## src/hw/rtl/pwmcap_pkg.sv

```systemverilog
// Shared types and constants for the PWM duty and frequency capture block.
`default_nettype none

package pwmcap_pkg;

    localparam int unsigned NUM_CHANNELS_DEF = 2;
    localparam logic [31:0] TICK_RATE_RESET  = 32'd1000000;
    localparam int unsigned PERCENT_SCALE    = 100;

    // Divider geometry: 32 quotient bits at most, 33-bit divisor/remainder.
    localparam int unsigned DIV_BITS = 32;
    localparam int unsigned REM_W    = 33;
    localparam int unsigned STEP_W   = 6;
    localparam int unsigned DUTY_W   = 7;
    localparam int unsigned PROD_W   = DIV_BITS + DUTY_W;

    localparam logic [STEP_W-1:0] DUTY_STEPS = STEP_W'(DUTY_W);
    localparam logic [STEP_W-1:0] FREQ_STEPS = STEP_W'(DIV_BITS);

    localparam logic [1:0] LVL_FALL = 2'd0;
    localparam logic [1:0] LVL_RISE = 2'd1;

    typedef struct packed {
        logic                start;
        logic [REM_W-1:0]    rem_init;
        logic [DIV_BITS-1:0] bits;
        logic [STEP_W-1:0]   steps;
        logic [REM_W-1:0]    den;
    } t_div_req;

endpackage

`default_nettype wire

```

## src/hw/rtl/pwmcap_div.sv

```systemverilog
// Radix-2 restoring divider, one quotient bit per cycle.
`default_nettype none

module pwmcap_div (
    input  wire logic                         i_clk,
    input  wire logic                         i_rst_n,
    input  wire pwmcap_pkg::t_div_req         i_req,
    output logic                              o_done,
    output logic [pwmcap_pkg::DIV_BITS-1:0]   o_quo
);
    import pwmcap_pkg::*;

    logic                r_busy;
    logic                r_done;
    logic [STEP_W-1:0]   r_cnt;
    logic [REM_W-1:0]    r_rem;
    logic [REM_W-1:0]    r_den;
    logic [DIV_BITS-1:0] r_bits;
    logic [DIV_BITS-1:0] r_quo;

    logic [REM_W:0]      trial;
    logic                take;

    // Partial remainder stays below the divisor, so REM_W+1 bits hold the shift.
    assign trial = {r_rem, r_bits[DIV_BITS-1]} - {1'b0, r_den};
    assign take  = !trial[REM_W];

    always_ff @(posedge i_clk) begin
        if (!i_rst_n) begin
            r_busy <= 1'b0;
            r_done <= 1'b0;
            r_cnt  <= '0;
        end else begin
            r_done <= 1'b0;
            if (i_req.start) begin
                r_busy <= 1'b1;
                r_cnt  <= i_req.steps;
                r_rem  <= i_req.rem_init;
                r_den  <= i_req.den;
                r_bits <= i_req.bits;
                r_quo  <= '0;
            end else if (r_busy) begin
                r_rem  <= take ? trial[REM_W-1:0] : {r_rem[REM_W-2:0], r_bits[DIV_BITS-1]};
                r_bits <= {r_bits[DIV_BITS-2:0], 1'b0};
                r_quo  <= {r_quo[DIV_BITS-2:0], take};
                r_cnt  <= r_cnt - 1'b1;
                if (r_cnt == STEP_W'(1)) begin
                    r_busy <= 1'b0;
                    r_done <= 1'b1;
                end
            end
        end
    end

    assign o_done = r_done;
    assign o_quo  = r_quo;

    a_rem_below_den: assert property (@(posedge i_clk) disable iff (!i_rst_n)
        r_busy |-> (r_rem < r_den))
        else $error("divider remainder not below divisor");

    a_no_start_busy: assert property (@(posedge i_clk) disable iff (!i_rst_n)
        i_req.start |-> !r_busy)
        else $error("divider started while busy");

    a_done_after_busy: assert property (@(posedge i_clk) disable iff (!i_rst_n)
        r_done |-> $past(r_busy))
        else $error("divider done without a running division");

endmodule

`default_nettype wire

```

## src/hw/rtl/pwm_duty_frequency_capture.sv

```systemverilog
// Top level: per-channel PWM edge capture with duty and frequency readout.
`default_nettype none

// Each item is an edge event (channel, level, tick). Rising edges record the
// tick and the low time, falling edges the tick and the high time; levels
// 2 and 3 change nothing. Every item yields one result with the channel's
// duty in percent and tick_rate/period in Hz, zero when nothing has been
// measured. An item passes from acceptance to result through state update,
// the x100 product and the period check, then one shared radix-2 divider
// runs 7 steps for the duty and 32 steps for the frequency. Items with a
// zero period or an unused channel skip the divider. The input is not ready
// while an item is in work; a finished result sits in the output register
// so the next item can be taken while it waits.
module pwm_duty_frequency_capture #(
    parameter int unsigned NUM_CHANNELS = pwmcap_pkg::NUM_CHANNELS_DEF
) (
    input  wire logic        i_clk,
    input  wire logic        i_rst_n,
    input  wire logic        i_cfg_we,
    input  wire logic [31:0] i_cfg_wdata,
    input  wire logic        i_in_valid,
    output logic             o_in_ready,
    input  wire logic        i_channel,
    input  wire logic [1:0]  i_level,
    input  wire logic [31:0] i_tick,
    output logic             o_out_valid,
    input  wire logic        i_out_ready,
    output logic             o_channel_out,
    output logic [6:0]       o_duty_percent,
    output logic [31:0]      o_frequency_hz
);
    import pwmcap_pkg::*;

    typedef enum logic [2:0] {
        S_IDLE, S_UPDATE, S_MUL, S_CHECK, S_DUTY, S_FREQ, S_OUT
    } t_state;

    t_state              r_state;
    logic [31:0]         r_tick_rate;
    logic                r_ch;
    logic [1:0]          r_level;
    logic [31:0]         r_tick;
    logic                r_ch_ok;
    logic [PROD_W-1:0]   r_prod;
    logic [REM_W-1:0]    r_period;
    logic [DUTY_W-1:0]   r_duty;
    logic [31:0]         r_freq;
    logic                r_out_valid;
    logic                r_out_ch;
    logic [DUTY_W-1:0]   r_out_duty;
    logic [31:0]         r_out_freq;

    logic [31:0] r_rise [NUM_CHANNELS];
    logic [31:0] r_fall [NUM_CHANNELS];
    logic [31:0] r_high [NUM_CHANNELS];
    logic [31:0] r_low  [NUM_CHANNELS];

    logic [31:0] rd_rise, rd_fall, rd_high, rd_low;
    logic        ch_ok;
    t_div_req    div_req;
    logic        div_done;
    logic [DIV_BITS-1:0] div_quo;

    assign ch_ok = (int'(r_ch) < NUM_CHANNELS);

    always_comb begin
        rd_rise = '0;
        rd_fall = '0;
        rd_high = '0;
        rd_low  = '0;
        for (int i = 0; i < NUM_CHANNELS; i++) begin
            if (i == int'(r_ch)) begin
                rd_rise = r_rise[i];
                rd_fall = r_fall[i];
                rd_high = r_high[i];
                rd_low  = r_low[i];
            end
        end
    end

    always_ff @(posedge i_clk) begin
        if (!i_rst_n) begin
            for (int i = 0; i < NUM_CHANNELS; i++) begin
                r_rise[i] <= '0;
                r_fall[i] <= '0;
                r_high[i] <= '0;
                r_low[i]  <= '0;
            end
        end else if (r_state == S_UPDATE) begin
            for (int i = 0; i < NUM_CHANNELS; i++) begin
                if (i == int'(r_ch)) begin
                    if (r_level == LVL_RISE) begin
                        r_rise[i] <= r_tick;
                        r_low[i]  <= r_tick - rd_fall;
                    end else if (r_level == LVL_FALL) begin
                        r_high[i] <= r_tick - rd_rise;
                        r_fall[i] <= r_tick;
                    end
                end
            end
        end
    end

    always_ff @(posedge i_clk) begin
        if (!i_rst_n) begin
            r_tick_rate <= TICK_RATE_RESET;
        end else if (i_cfg_we) begin
            r_tick_rate <= i_cfg_wdata;
        end
    end

    // Both divisions share one divisor: the period.
    always_comb begin
        div_req          = '0;
        div_req.den      = r_period;
        if (r_state == S_CHECK) begin
            div_req.start    = r_ch_ok && (r_period != '0);
            div_req.rem_init = {1'b0, r_prod[PROD_W-1:DUTY_W]};
            div_req.bits     = {r_prod[DUTY_W-1:0], (DIV_BITS-DUTY_W)'(0)};
            div_req.steps    = DUTY_STEPS;
        end else if (r_state == S_DUTY) begin
            div_req.start    = div_done;
            div_req.bits     = r_tick_rate;
            div_req.steps    = FREQ_STEPS;
        end
    end

    pwmcap_div u_div (
        .i_clk   (i_clk),
        .i_rst_n (i_rst_n),
        .i_req   (div_req),
        .o_done  (div_done),
        .o_quo   (div_quo)
    );

    always_ff @(posedge i_clk) begin
        if (!i_rst_n) begin
            r_state     <= S_IDLE;
            r_out_valid <= 1'b0;
        end else begin
            // S_OUT refills the output register itself
            if (r_out_valid && i_out_ready && (r_state != S_OUT)) begin
                r_out_valid <= 1'b0;
            end
            case (r_state)
                S_IDLE: begin
                    if (i_in_valid) begin
                        r_ch    <= i_channel;
                        r_level <= i_level;
                        r_tick  <= i_tick;
                        r_state <= S_UPDATE;
                    end
                end
                S_UPDATE: begin
                    r_ch_ok <= ch_ok;
                    r_state <= S_MUL;
                end
                S_MUL: begin
                    r_prod   <= PROD_W'(rd_high) * PROD_W'(PERCENT_SCALE);
                    r_period <= REM_W'(rd_high) + REM_W'(rd_low);
                    r_state  <= S_CHECK;
                end
                S_CHECK: begin
                    r_duty <= '0;
                    r_freq <= '0;
                    if (div_req.start) begin
                        r_state <= S_DUTY;
                    end else begin
                        r_state <= S_OUT;
                    end
                end
                S_DUTY: begin
                    if (div_done) begin
                        r_duty  <= div_quo[DUTY_W-1:0];
                        r_state <= S_FREQ;
                    end
                end
                S_FREQ: begin
                    if (div_done) begin
                        r_freq  <= div_quo;
                        r_state <= S_OUT;
                    end
                end
                S_OUT: begin
                    if (!r_out_valid || i_out_ready) begin
                        r_out_valid <= 1'b1;
                        r_out_ch    <= r_ch;
                        r_out_duty  <= r_duty;
                        r_out_freq  <= r_freq;
                        r_state     <= S_IDLE;
                    end
                end
                default: begin
                    r_state <= S_IDLE;
                end
            endcase
        end
    end

    assign o_in_ready     = (r_state == S_IDLE);
    assign o_out_valid    = r_out_valid;
    assign o_channel_out  = r_out_ch;
    assign o_duty_percent = r_out_duty;
    assign o_frequency_hz = r_out_freq;

    a_duty_range: assert property (@(posedge i_clk) disable iff (!i_rst_n)
        r_out_valid |-> (r_out_duty <= DUTY_W'(PERCENT_SCALE)))
        else $error("duty above full scale");

    a_div_nonzero: assert property (@(posedge i_clk) disable iff (!i_rst_n)
        (r_state == S_DUTY || r_state == S_FREQ) |-> (r_period != '0))
        else $error("division started with zero period");

    a_accept_update: assert property (@(posedge i_clk) disable iff (!i_rst_n)
        (i_in_valid && o_in_ready) |=> (r_state == S_UPDATE))
        else $error("accepted item did not enter update");

endmodule

`default_nettype wire
```

## config.mk

```make
export PLATFORM = sky130hd
export DESIGN_NAME = pwm_duty_frequency_capture
export DESIGN_NICKNAME = d
export VERILOG_FILES = /design/src/hw/rtl/pwmcap_pkg.sv /design/src/hw/rtl/pwmcap_div.sv /design/src/hw/rtl/pwm_duty_frequency_capture.sv
export SDC_FILE = /design/constraint.sdc
export NUM_CORES = 1
export LEC_CHECK = 0
export BUFFER_PORTS_ARGS = -buffer_cell sky130_fd_sc_hd__buf_2
export CORE_MARGIN = 1
export CORE_UTILIZATION = 56
export DETAILED_ROUTE_END_ITERATION = 10
export GPL_ROUTABILITY_DRIVEN = 0
export PLACE_DENSITY = 0.82
export SKIP_LAST_GASP = 1
export SYNTH_ARGS = -nofsm -noshare
export SYNTH_HDL_FRONTEND = slang
export SYNTH_HIERARCHICAL = 1
export SYNTH_SLANG_ARGS = --single-unit
```

## constraint.sdc

```tcl
create_clock -name i_clk -period 8.4 [get_ports i_clk]
set_input_delay 0.84 -clock i_clk [delete_from_list [all_inputs] [get_ports i_clk]]
set_output_delay 0.84 -clock i_clk [all_outputs]
set_load 0.03 [all_outputs]
```

# Word-level counts from Yosys, hierarchy flattened
# Memories as Yosys holds them, arrays and structs flattened.
# Index checks and enable logic that the tools add are counted.
# op_classes
n_bitwise	10
n_mux	62
eq_ne	13
multipliers	1
n_reduce_logical	20
addsub	5
# op_table
op	count
32-bit 2-to-1 mux	17
33-bit 2-to-1 mux	3
38-bit 2-to-1 mux	2
32-bit one-hot mux with 2 select lines	1
32-bit subtractor	2
32-bit by 5-bit multiplier with 37-bit output, second input constant	1
34-bit by 33-bit subtractor with 34-bit output	1
32-bit by 32-bit adder with 33-bit output	1
33-bit nonzero test	1
1-bit 2-to-1 mux	29
3-bit one-hot mux with 7 select lines	1
7-bit one-hot mux with 2 select lines	1
3-bit 2-to-1 mux	4
6-bit 2-to-1 mux	2
3-bit AND reduction	4
3-bit == test, second input constant	3
1-bit OR	8
7-bit 2-to-1 mux	1
3-bit by 2-bit == test with 1-bit output, second input constant	2
6-bit by 1-bit == test with 1-bit output, second input constant	1
2-bit AND reduction	3
2-bit nonzero test	3
6-bit by 1-bit subtractor with 6-bit output, second input constant	1
2-bit by 1-bit inequality test with 1-bit output, second input constant	2
13 further kinds	17
# totals
inputBits	72
elab_cells	135
mem_count	4
register_bits	358
mem_bits_rw	256
# mem_list
memory	depth	width	read_ports	rd_clocked_by_memory_dff	write_ports	line	text
r_fall	2	32	2	0	2	pwm_duty_frequency_capture.sv:54	logic [31:0] r_fall [NUM_CHANNELS];
r_high	2	32	2	0	2	pwm_duty_frequency_capture.sv:55	logic [31:0] r_high [NUM_CHANNELS];
r_low	2	32	2	0	2	pwm_duty_frequency_capture.sv:56	logic [31:0] r_low [NUM_CHANNELS];
r_rise	2	32	2	0	2	pwm_duty_frequency_capture.sv:53	logic [31:0] r_rise [NUM_CHANNELS];

# Longest topological paths before layout
# logic_depth
word_depth	8
ltp_mapped	22
depth_no_buf	18

# Modules after synthesis
# Netlist, hierarchy kept.
# modules_own_cells
module	seq_area_each_um2	cells_per_inst	n_inst	area_each_um2
pwm_duty_frequency_capture	13933.4	2060	1	25517.0
pwmcap_div	4063.9	633	1	7512.2

# Worst setup path after synthesis
# OpenSTA, ideal clock, no wires.
# synth_timing
kind	input-to-reg
startpoint	input port i_rst_n
endpoint	register r_period[0] (enable)
stages	2
setup_slack_ns	-0.625
setup_ns	0.695
n_path_buf	1
arrival_time_ns	8.330
required_time_ns	7.705
path_cell_list	clkbuf_1 -> nor4b_1
# synth_via
elab_chain_len	1
# synth_rtl
element	line	text
start, declared	pwm_duty_frequency_capture.sv:18	input wire logic i_rst_n,
2-bit AND reduction (no line)	--	
end signal, assigned	pwm_duty_frequency_capture.sv:160	r_period <= REM_W'(rd_high) + REM_W'(rd_low);
end, declared	pwm_duty_frequency_capture.sv:45	logic [REM_W-1:0] r_period;
# Every way passes these cells.
# A chain may end at the register's enable or synchronous reset.

# Worst setup path after layout
# layout_timing
startpoint	register r_ch
endpoint	register r_prod[37], data pin
# layout_via
elab_chain_len	2
# layout_rtl
element	line	text
start, declared	pwm_duty_frequency_capture.sv:40	logic r_ch;
start signal, assigned	pwm_duty_frequency_capture.sv:148	r_ch <= i_channel;
32-bit 2-to-1 mux	pwm_duty_frequency_capture.sv:72	if (i == int'(r_ch)) begin
32-bit by 5-bit multiplier with 37-bit output	pwm_duty_frequency_capture.sv:159	r_prod <= PROD_W'(rd_high) * PROD_W'(PERCENT_SCALE);
end signal, assigned	pwm_duty_frequency_capture.sv:159	
end, declared	pwm_duty_frequency_capture.sv:44	logic [PROD_W-1:0] r_prod;
# Every way passes these cells.

==> impl_metrics.ini <==
[yosys]
ys_types = 83
synth.cell_area_mm2 = 0.03303
yosysWarnings = 6
synth_top_area_frac = 0.5182
syn-instance-count = 2693
ys_seq_elements = 614
synth_flop_cell = edfxtp_1
async_reset_ff_frac = 0
yosysTopAreaCell = edfxtp_1
ys_seq_area_frac = 0.5449
syn_avg_cell_area_um2 = 12.26
yosys-top-cells-area = edfxtp_1, ha_1, mux2i_1
synth-edff-count = 570

[grt]
overflow = 0
antenna_found_initial = 1
grt_pass1_wl_um = 109800
grt_max_degree = 71
grt_pass1_vias = 21580
grt_usage = 0.2286

[sta]
maxSlewViolCount = 0
setup-tns-final_ps = 0
period_needed_ps = 5824
period_share = 0.6933
timing.final.ws_setup_ps = 2576
slew_headroom = 0.2119
fmax_ghz = 0.1717
worst_pin_slew_ps = 1182
hold_viol = 0
finClkSkew_ps = 29.00
setup_viol = 0
rsz0062_at_grt = false

[layout]
fillers = 4139
area_growth_pct = 10.60
final_cells = 3617
utilization = 0.6296
final_nets = 3134
n_antenna_cell = 0
drive_gt1_frac = 0.1248
multi_input_area_mm2 = 0.01405
final_area_mm2 = 0.03653
register_area_mm2 = 0.01800

[critical_path]
cp-end-kind = flop
critPathSlowestCell = edfxtp_1
cp_cell_sequence = buf_4, mux2i_1, inv_1, ha_1, ha_1, inv_1, fa_1, inv_1, ha_1, inv_1, o21bai_1, a21o_1, a211oi_2, a21oi_1, a21o_1, or4b_1, a31oi_2, a21oi_1, xor2_1
crit_type = flop to flop
critical_path_arrival_ps = 6170
critical_path_buf_inv_count = 5
cp_top_family = adder cells
start_kind = flop
critPathRequiredTime_ps = 8740
cp_common_cell = inv_1
crit_fanout = 38
slowest_delay_ps = 780

[drt]
detail_route.wl_per_cell_um = 18.83
drc_errors = 0
first_iter_violations = 1925
vias = 21040
wirelength_um = 68100
topRoutingLayerUsed = met4
dr.pass1.iters = 5
m1WireLength_um = 29190
dr_wl_met2_um = 34450
vias_per_cell = 5.817
drtAntennaViolNets = 0
wl_met3_um = 2738

[floorplanning]
dieArea_mm2 = 0.05996
coreArea_mm2 = 0.05803
die_y_um = 244.9
die_x_um = 244.9
pin_count = 114
initial_utilization = 0.5692
rows = 88

[placed_design]
dpl.cell_count = 3499
numPortBuffers = 113
dpl.hpwl_um = 47080
place_area_mm2 = 0.03439
pre_cts_ws_ps = 2584

[power_and_ir_drop]
vdd_drop_max_mv = 0.2121
power_leakage_nw = 15.09
power.density_mw_per_mm2 = 208.8

[clock_tree]
cts_resized = 0
clkTransAtPathRegs_ps = 60
cts_hold_buf = 0
cts.sinks = 614
numCtsBuffers = 66
clockRootBuffer = clkbuf_16
insertion_delay_ps = 620
clk_path_buf_depth = 3
htree_num_levels = 3
cts_setup_buffers = 0
cts_tree = done

[run]
drv_cap = 0

[hold_path]
worstHoldPathType = primary input to flop

[run_status]
status = finished clean
## power by group
group          leakage (nW)  switching, mW  total [mW]  internal (mW)
Clock                  1.04           1.21        2.87           1.67
Combinational          8.18          0.720        1.21          0.494
Sequential             5.87         0.0508        3.54           3.49
Total                  15.1           1.98        7.63           5.65
## per-stage QoR
stage	hold WS (ps)	total power, mW
after floorplan	400.3	4.503
after global placement	400.2	4.731
after detailed placement	404.5	4.788
after CTS	382.7	7.653
after global routing	384.8	7.917
final	406.0	7.628
## final cells by class
type | instances | area share
Clock buffer | 85 | 0.04744
Clock inverter | 33 | 0.01110
Inverter | 173 | 0.01778
Multi-Input combinational cell | 1811 | 0.3846
Sequential cell | 614 | 0.4927
Tap cell | 765 | 0.02620
Timing Repair Buffer | 136 | 0.02021
## cell families (layout without fill, tap and decap cells)
logic type               count (synthesis)  in the layout  share of synthesized area
AND/OR/NAND/NOR                        695            695                     0.1110
flip-flops                             614            614                     0.5449
AO/OA/AOI/OAI                          491            491                    0.09849
buffers and inverters                  270            427                    0.03220
adder cells (fa/ha/maj)                260            260                     0.1055
multiplexers                           216            216                    0.06906
XOR/XNOR                               146            146                    0.03872
other                                    1              3                  0.0001135
## cell usage after synthesis (10+ instances only)
cell	n
mux2_2	95
nor3_1	26
nand2b_1	24
nand2_1	130
clkbuf_1	79
o21a_1	18
nand4_1	25
o21ai_0	88
nand3_1	28
nor2b_1	88
a21oi_1	141
fa_1	31
edfxtp_1	570
nor4_1	10
mux2i_1	121
o21bai_1	21
and3_1	48
nor2_1	136
ha_1	229
xor2_1	56
and2_1	145
a211oi_1	18
a21o_1	90
dfxtp_1	44
xnor2_1	90
inv_1	173
a31oi_1	16
## layer usage
| layer | vias up | track usage |
|---|---|---|
| li1 | 10050 | - |
| met1 | 10210 | 0.2906 |
| met2 | 645 | 0.4048 |
| met3 | 136 | 0.02679 |
| met4 | 0 | 0.07555 |
| met5 | - | 0 |
## worst paths after layout
path	cells past startpoint	start	to	slack, ps
worst max-delay path	19	r_ch$_DFFE_PP_	r_prod[37]$_DFFE_PP_	2580
worst min-delay path	1	i_tick[15]	r_tick[15]$_DFFE_PP_	410
worst max register to register	19	r_ch$_DFFE_PP_	r_prod[37]$_DFFE_PP_	2580
worst min register to register	0	r_freq[26]$_SDFFCE_PN0P_	o_frequency_hz[26]$_DFFE_PP_	420
## cells in the final DEF (no fill, tap or decap), drive strengths merged, types with 17 or more instances in the layout
| master | instances |
|---|---|
| xnor2 | 90 |
| clkbuf | 85 |
| and2 | 145 |
| buf | 136 |
| nand2 | 130 |
| edfxtp | 570 |
| mux2 | 95 |
| mux2i | 121 |
| o21a | 18 |
| nor3 | 26 |
| a211oi | 19 |
| a21oi | 142 |
| o21ai | 99 |
| inv | 178 |
| nor2 | 137 |
| dfxtp | 44 |
| and3 | 48 |
| clkinv | 20 |
| a31oi | 17 |
| ha | 229 |
| o21bai | 21 |
| nand4 | 26 |
| fa | 31 |
| xor2 | 56 |
| nor2b | 88 |
| a21o | 90 |
| nand2b | 24 |
| nand3 | 28 |
## state kept, by name (all words and copies together), names as in the netlist, 2 cells and up
signal	count
r_level	2
u_div/r_cnt	6
u_div/r_den	33
r_prod	37
o_duty_percent	7
r_freq	32
o_frequency_hz	32
r_rise	64
r_duty	7
u_div/o_quo	32
r_period	33
r_high	64
u_div/r_bits	32
r_low	64
r_state	3
r_tick_rate	32
r_fall	64
u_div/r_rem	33
r_tick	32
Power figures use the tool's default switching activity.
